<file path="config.mk">
export PLATFORM = sky130hd
export DESIGN_NAME = tsc_ctrl
export DESIGN_NICKNAME = d
export VERILOG_FILES = /design/src/rtl/assert_macros.svh /design/src/rtl/tsc_pkg.sv /design/src/rtl/tsc_ctrl.sv
export SDC_FILE = /design/constraint.sdc
export NUM_CORES = 1
export LEC_CHECK = 0
export ABC_CLOCK_PERIOD_IN_PS = 2700
export BUFFER_PORTS_ARGS = -buffer_cell sky130_fd_sc_hd__buf_2
export CAP_MARGIN = 20
export CORE_UTILIZATION = 30
export DETAILED_ROUTE_END_ITERATION = 10
export HOLD_SLACK_MARGIN = 0.08
export PLACE_DENSITY_LB_ADDON = 0.05
export RECOVER_POWER = 25
export SLEW_MARGIN = 20
export SYNTH_ARGS = -nofsm -noshare
export SYNTH_HDL_FRONTEND = slang
export SYNTH_SLANG_ARGS = --single-unit
</file>
<file path="constraint.sdc">
create_clock -name i_clk -period 2.7 [get_ports i_clk]
set_input_delay 0.405 -clock i_clk [delete_from_list [all_inputs] [get_ports i_clk]]
set_output_delay 0.405 -clock i_clk [all_outputs]
set_load 0.02 [all_outputs]
</file>
<file path="src/rtl/assert_macros.svh">
// assertion helpers for the rtl
`ifndef ASSERT_MACROS_SVH
`define ASSERT_MACROS_SVH

`ifndef ASSERT_OFF

`define ASSERT_SAME(label, clk, rst_n, ante, cons, msg) \
    label: assert property (@(posedge clk) disable iff (!(rst_n)) (ante) |-> (cons)) \
        else $error(msg);

`define ASSERT_NEXT(label, clk, rst_n, ante, cons, msg) \
    label: assert property (@(posedge clk) disable iff (!(rst_n)) (ante) |=> (cons)) \
        else $error(msg);

`else

`define ASSERT_SAME(label, clk, rst_n, ante, cons, msg)

`define ASSERT_NEXT(label, clk, rst_n, ante, cons, msg)

`endif

`endif

</file>
<file path="src/rtl/tsc_pkg.sv">
`timescale 1ns / 1ps
`default_nettype none

package tsc_pkg;

    localparam int BEAM_COUNT_DEF = 512;

    localparam int CFG_IDX_W  = 1;
    localparam int CFG_DATA_W = 15;

    typedef logic [CFG_IDX_W-1:0] t_cfg_idx;

    localparam t_cfg_idx CFG_NOISE_LIMIT  = 1'd0;
    localparam t_cfg_idx CFG_MOUNT_OFFSET = 1'd1;

    localparam logic [14:0] NOISE_LIMIT_RST  = 15'd1100;
    localparam logic [9:0]  MOUNT_OFFSET_RST = 10'd84;

    localparam int IN_TDATA_W  = 48;
    localparam int OUT_TDATA_W = 56;
    localparam int OUT_TUSER_W = 2;
    localparam int POS_W       = 18;

    // beam index times 180 fits in this many bits
    localparam int BPROD_W = 17;

    // mod 360 by reciprocal multiply, exact for 16-bit inputs
    localparam logic [16:0] MOD_RECIP = 17'd93207;
    localparam int          MOD_SHIFT = 25;

    typedef struct packed {
        logic load_in;
        logic sv_mul;
        logic sv_fold;
        logic bm_mul;
        logic bm_div;
        logic mod_q;
        logic tilt_we;
        logic bdeg_we;
        logic trig;
        logic pair;
        logic rng;
        logic sum;
        logic out_ld;
    } t_dp_cmd;

    typedef struct packed {
        logic is_range;
        logic noise;
    } t_dp_sts;

    localparam logic [14:0] SIN_Q15 [0:90] = '{
        15'd0,     15'd572,   15'd1144,  15'd1715,  15'd2286,
        15'd2856,  15'd3425,  15'd3993,  15'd4560,  15'd5126,
        15'd5690,  15'd6252,  15'd6813,  15'd7371,  15'd7927,
        15'd8481,  15'd9032,  15'd9580,  15'd10126, 15'd10668,
        15'd11207, 15'd11743, 15'd12275, 15'd12803, 15'd13328,
        15'd13848, 15'd14365, 15'd14876, 15'd15384, 15'd15886,
        15'd16384, 15'd16877, 15'd17364, 15'd17847, 15'd18324,
        15'd18795, 15'd19261, 15'd19720, 15'd20174, 15'd20622,
        15'd21063, 15'd21498, 15'd21926, 15'd22348, 15'd22763,
        15'd23170, 15'd23571, 15'd23965, 15'd24351, 15'd24730,
        15'd25102, 15'd25466, 15'd25822, 15'd26170, 15'd26510,
        15'd26842, 15'd27166, 15'd27482, 15'd27789, 15'd28088,
        15'd28378, 15'd28660, 15'd28932, 15'd29197, 15'd29452,
        15'd29698, 15'd29935, 15'd30163, 15'd30382, 15'd30592,
        15'd30792, 15'd30983, 15'd31164, 15'd31336, 15'd31499,
        15'd31651, 15'd31795, 15'd31928, 15'd32052, 15'd32166,
        15'd32270, 15'd32365, 15'd32449, 15'd32524, 15'd32588,
        15'd32643, 15'd32688, 15'd32723, 15'd32748, 15'd32763,
        15'd32767
    };

    // d in 0..359
    function automatic logic signed [15:0] sin_deg(input logic [8:0] d);
        logic [8:0]         r;
        logic               neg;
        logic signed [15:0] v;
        if (d >= 9'd270) begin
            r   = 9'd360 - d;
            neg = 1'b1;
        end else if (d >= 9'd180) begin
            r   = d - 9'd180;
            neg = 1'b1;
        end else if (d >= 9'd90) begin
            r   = 9'd180 - d;
            neg = 1'b0;
        end else begin
            r   = d;
            neg = 1'b0;
        end
        v = $signed({1'b0, SIN_Q15[r[6:0]]});
        return neg ? -v : v;
    endfunction

    function automatic logic signed [15:0] cos_deg(input logic [8:0] d);
        logic [8:0] e;
        e = (d >= 9'd270) ? d - 9'd270 : d + 9'd90;
        return sin_deg(e);
    endfunction

endpackage

`default_nettype wire

</file>
<file path="src/rtl/tsc_ctrl.sv">
`timescale 1ns / 1ps
`default_nettype none

module tsc_ctrl (
    input  wire              i_clk,
    input  wire              i_rst_n,
    input  wire              i_in_valid,
    input  wire              i_in_cmd,
    output logic             o_in_ready,
    output logic             o_out_valid,
    input  wire              i_out_ready,
    input  tsc_pkg::t_dp_sts i_sts,
    output tsc_pkg::t_dp_cmd o_cmd
);

    typedef enum logic [3:0] {
        S_IDLE,
        S_SV_MUL,
        S_SV_FOLD,
        S_BM_MUL,
        S_BM_DIV,
        S_MOD_Q,
        S_MOD_R,
        S_TRIG,
        S_PAIR,
        S_RNG,
        S_SUM,
        S_OUT
    } t_state;

    t_state r_state;
    t_state n_state;
    logic   r_out_valid;
    logic   w_out_free;

    assign w_out_free  = !r_out_valid || i_out_ready;
    assign o_in_ready  = (r_state == S_IDLE);
    assign o_out_valid = r_out_valid;

    always_comb begin
        o_cmd   = '0;
        n_state = r_state;
        unique case (r_state)
            S_IDLE: begin
                if (i_in_valid) begin
                    o_cmd.load_in = 1'b1;
                    n_state = i_in_cmd ? S_BM_MUL : S_SV_MUL;
                end
            end
            S_SV_MUL: begin
                o_cmd.sv_mul = 1'b1;
                n_state = S_SV_FOLD;
            end
            S_SV_FOLD: begin
                o_cmd.sv_fold = 1'b1;
                n_state = i_sts.noise ? S_OUT : S_MOD_Q;
            end
            S_BM_MUL: begin
                o_cmd.bm_mul = 1'b1;
                n_state = S_BM_DIV;
            end
            S_BM_DIV: begin
                o_cmd.bm_div = 1'b1;
                n_state = S_MOD_Q;
            end
            S_MOD_Q: begin
                o_cmd.mod_q = 1'b1;
                n_state = S_MOD_R;
            end
            S_MOD_R: begin
                o_cmd.tilt_we = !i_sts.is_range;
                o_cmd.bdeg_we = i_sts.is_range;
                n_state = i_sts.is_range ? S_TRIG : S_OUT;
            end
            S_TRIG: begin
                o_cmd.trig = 1'b1;
                n_state = S_PAIR;
            end
            S_PAIR: begin
                o_cmd.pair = 1'b1;
                n_state = S_RNG;
            end
            S_RNG: begin
                o_cmd.rng = 1'b1;
                n_state = S_SUM;
            end
            S_SUM: begin
                o_cmd.sum = 1'b1;
                n_state = S_OUT;
            end
            S_OUT: begin
                if (w_out_free) begin
                    o_cmd.out_ld = 1'b1;
                    n_state = S_IDLE;
                end
            end
            default: begin
                n_state = S_IDLE;
            end
        endcase
    end

    always_ff @(posedge i_clk) begin
        if (!i_rst_n) begin
            r_state     <= S_IDLE;
            r_out_valid <= 1'b0;
        end else begin
            r_state <= n_state;
            if (o_cmd.out_ld) begin
                r_out_valid <= 1'b1;
            end else if (i_out_ready) begin
                r_out_valid <= 1'b0;
            end
        end
    end

endmodule

`default_nettype wire

</file>
After elaboration in Yosys (flattened, before gate mapping):

Cells that the tools add are included.

* equal/unequal tests: 13
* muxes and demuxes: 22
* reduce and logical (&&, ||, !) cells: 6

Operators by type and width (number)
* one-hot mux 4 bit (12 select lines): 1
* == test 4 x 3 -> 1 bit (second input constant): 4
* == test 4 bit (second input constant): 4
* two-way mux 4 bit: 4
* two-way mux 1 bit: 15
* == test 4 x 2 -> 1 bit (second input constant): 2
* == test 4 x 1 -> 1 bit (second input constant): 1
* logical NOT 4 bit: 1
* two-way mux 2 bit: 2
* != test 2 bit (second input constant): 2
* logical NOT 1 bit: 2
* AND reduction 2 bit: 1
* nonzero test 2 bit: 1
* logical OR 1 bit: 1

* bits of input ports: 7
* register bits after elaboration: 5
* output and inout bits: 15
* logic and storage cells: 43

Depth between registers and ports, before layout:

* depth after elaboration: 5
* depth in mapped cells: 5
* gate-level depth less buffers: 4

Least setup slack after synthesis:

OpenSTA, ideal clock, no wires.

* kind: register to output
* from: register r_state[2]
* to: output o_cmd[5] in the netlist's numbering
* arrival time: 1284 ps
* buffers on the path: 0
* path slack: 1011 ps
* data required time: 2295 ps
* stages on the path, launching flop included: 3
* cell sequence: dfxtp_1 -> nand2_1 -> nor4b_1

RTL lines
* start, declared: line tsc_ctrl.sv:31 `t_state r_state;`
* start signal, assigned: line tsc_ctrl.sv:108 `r_state <= n_state;`
* end, declared: line tsc_ctrl.sv:13 `output tsc_pkg::t_dp_cmd o_cmd`

==> results_dict.tcl <==
set metrics [dict create \
    n_fill_cell 160 \
    start_util_pct 33.8 \
    drive_above_1_share_pct 34.6 \
    detailed_place_hpwl_um 763 \
    max_stage_delay_ns 0.64 \
    synth_area_leaders "dfxtp_1 22%, nor3_1 7.7%, buf_6 7.4%, nor2_1 5.8%, a21oi_1 5.5%" \
    synthXorXnorAreaFrac_pct 0 \
    clkSinkCount 5 \
    startpoint_type "register" \
    yosys.area_share.simple_pct 47.1 \
    yosysWarnings 0 \
    path_cells "nand2_1 -> nor4b_1 -> buf_2" \
    cts_inserted_buffers 3 \
    synth_nets 68 \
    met2_usage_pct 21.1 \
    cts_setup_buffers 0 \
    syn_inst 61 \
    slowest_stage "dfxtp_1" \
    fmax_mhz 498 \
    top_usage_layer "met2" \
    crit_family "flip-flops" \
    h-tree-depth 1 \
    fin_tns_setup_ns 0 \
    finalSetupViolCount 0 \
    drt-total-wl_um 1030 \
    critPathCaptureType "output port" \
    critPathKind "register to output port" \
    gp_congestion 0.685 \
    muxShareOfSynthArea_pct 0 \
    peakVddDrop_v 0.000254 \
    synth_top_area_cell "dfxtp_1" \
    dpl-instance-area_sq_um 532 \
    syn_area_per_cell_sq_um 7.49 \
    cts_hold_buffers 0 \
    io_buffers 21 \
    critPathArrivalTime_ns 1.60 \
    antenna_found_initial 0 \
    p_leak_nw 0.240 \
    critPathMaxFanout 14 \
    tightest_slew_ns 0.643 \
    clock_path_buffers 2 \
    hold_violations 0 \
    ys_ff_latch 5 \
    synth_edf_count 0 \
    fin_crit_sh_pct 74.4 \
    required_ns 2.30 \
    async_reset_ff_share_pct 0 \
    use_met3_pct 9.78 \
    ctsRootBufferMaster "clkbuf_4" \
    skew_ns 0.00341 \
    synthTopCellsByCount "7 x nor2_1, 7 x nor3_1, 6 x nand2_1, 5 x a21oi_1, 5 x dfxtp_1" \
    status "complete, no violations" \
    seq_area_frac_synth_pct 21.9 \
    synth_fa_ha_area_share_pct 0 \
    clkTransAtPathRegs_ns 0.04 \
    fin_crit_ns 2.01 \
    hp-class "input pin to register" \
    seq_area_sq_um 100 \
    power_density_nw_per_um2 763 \
    route.detailed.drc 0 \
    multi_input_area_sq_um 289 \
    die_w_um 41.0 \
    synth_cell_types 29 \
    coreArea_sq_um 1350 \
    rsz0062_at_grt "no" \
    ys.flop_type "dfxtp_1" \
    path_buf_inv 1 \
    viasPerCell 5.19 \
    drv_slew 0 \
    final_area_sq_um 549 \
    grt_first_pass_wirelength_um 1480 \
    grtUsageTotal_pct 14.1 \
    area_delta_synth_final_pct 20.3 \
    yosysTopAreaCellShare_pct 21.9 \
    cts_tree "done" \
    gr-total-overflow 0 \
    holdWs_ns 0.434 \
    grt_max_degree 18 \
    fp.dieArea_sq_um 1680 \
    vias 498 \
    drt_pass1_iterations 4 \
    placementRows 13 \
    maxCapViolCount 0 \
    post_cts_resized 0 \
    synth_top_family_by_area "simple AND/OR/NAND/NOR gates" \
    synth_compound_area_share_pct 17.8 \
    pin_count 22 \
    fin_nets 89 \
    first_global_vias 353 \
    grtUsageMet1_pct 16.6 \
    syn_area_sq_um 457 \
    num_antenna_cells 0 \
    insertion_delay_ns 0.24 \
    relSlewSlack_pct 57.1 \
    final_antenna_net_count 0 \
    die_h_um 41.0 \
    drt_iter0_drc 6 \
    post_drt_wl_per_cell_um 10.7 \
]
[logic make-up after synthesis]
logic type,count (synthesis)
flops,5
simple gates,35
buf+inv,8
compound gates,13
[layer usage]
layer / routed length (um) / share of wire [%] / vias up
met5: 0 / 0 / -
met4: 0 / 0 / 0
met3: 71 / 6.9 / 0
met2: 445 / 43 / 14
met1: 508 / 50 / 228
li1: - / - / 256
[sequential cells by signal, summed over array words and instances (netlist names)]
signal	flops
r_state	4
o_out_valid	1
[worst register-to-register path: stages (launching register included)]
cell     delay [ns]
dfxtp_1        0.73
nand2_1        0.15
o22ai_1        0.15
o21ai_1        0.08
a31o_1         0.23
[final cells by class]
type                       instances  area share [%]
multi-input combinational         48            52.6
timing repair buffer              21            18.9
sequential                         5            18.2
clock buffer                       4            4.78
tap                               15            3.42
inverter                           3            2.05
[path summary, 6_finish.rpt]
check,startpoint,endpoint,slack [ns],cells past startpoint
worst max-delay path,r_state[2],o_cmd[5],0.69,3
worst min-delay path,i_rst_n,r_state[0],0.43,2
worst min register to register,o_out_valid,o_out_valid,0.55,2
worst max register to register,r_state[3],r_state[1],1.25,4
[cell usage in the layout, fill, tap and decap left out, types with 2 or more instances in the layout]
cell type  count
nand2b_1       3
a21oi_1        5
nor4_2         2
clkbuf_4       3
nor2_1         7
dfxtp_1        5
clkbuf_1       2
nor2b_1        2
inv_1          2
nand3_1        2
nand2_1        6
buf_2         20
nor3_1         7
[power by group]
| group | internal [W] | total (W) | switching (W) |
|---|---|---|---|
| logic | 0.0000823 | 0.000182 | 0.0000996 |
| registers | 0.0000888 | 0.000150 | 0.0000614 |
| clock network | 0.0000559 | 0.0000870 | 0.0000311 |
[stage by stage]
step | utilization, % | setup WS [ns] | cells | total power (W)
6_report | 40.7 | 0.691 | 96 | 0.000419
5_1_grt | 40.7 | 0.523 | 96 | 0.000457
4_1_cts | 41.3 | 0.659 | 96 | 0.000429
3_5_place_dp | 39.4 | 0.931 | 92 | 0.000339
3_3_place_gp | 39.4 | 0.966 | 92 | 0.000341
2_1_floorplan | - | 1.01 | 61 | 0.000312
No activity file was read; power rests on OpenSTA's default activity.
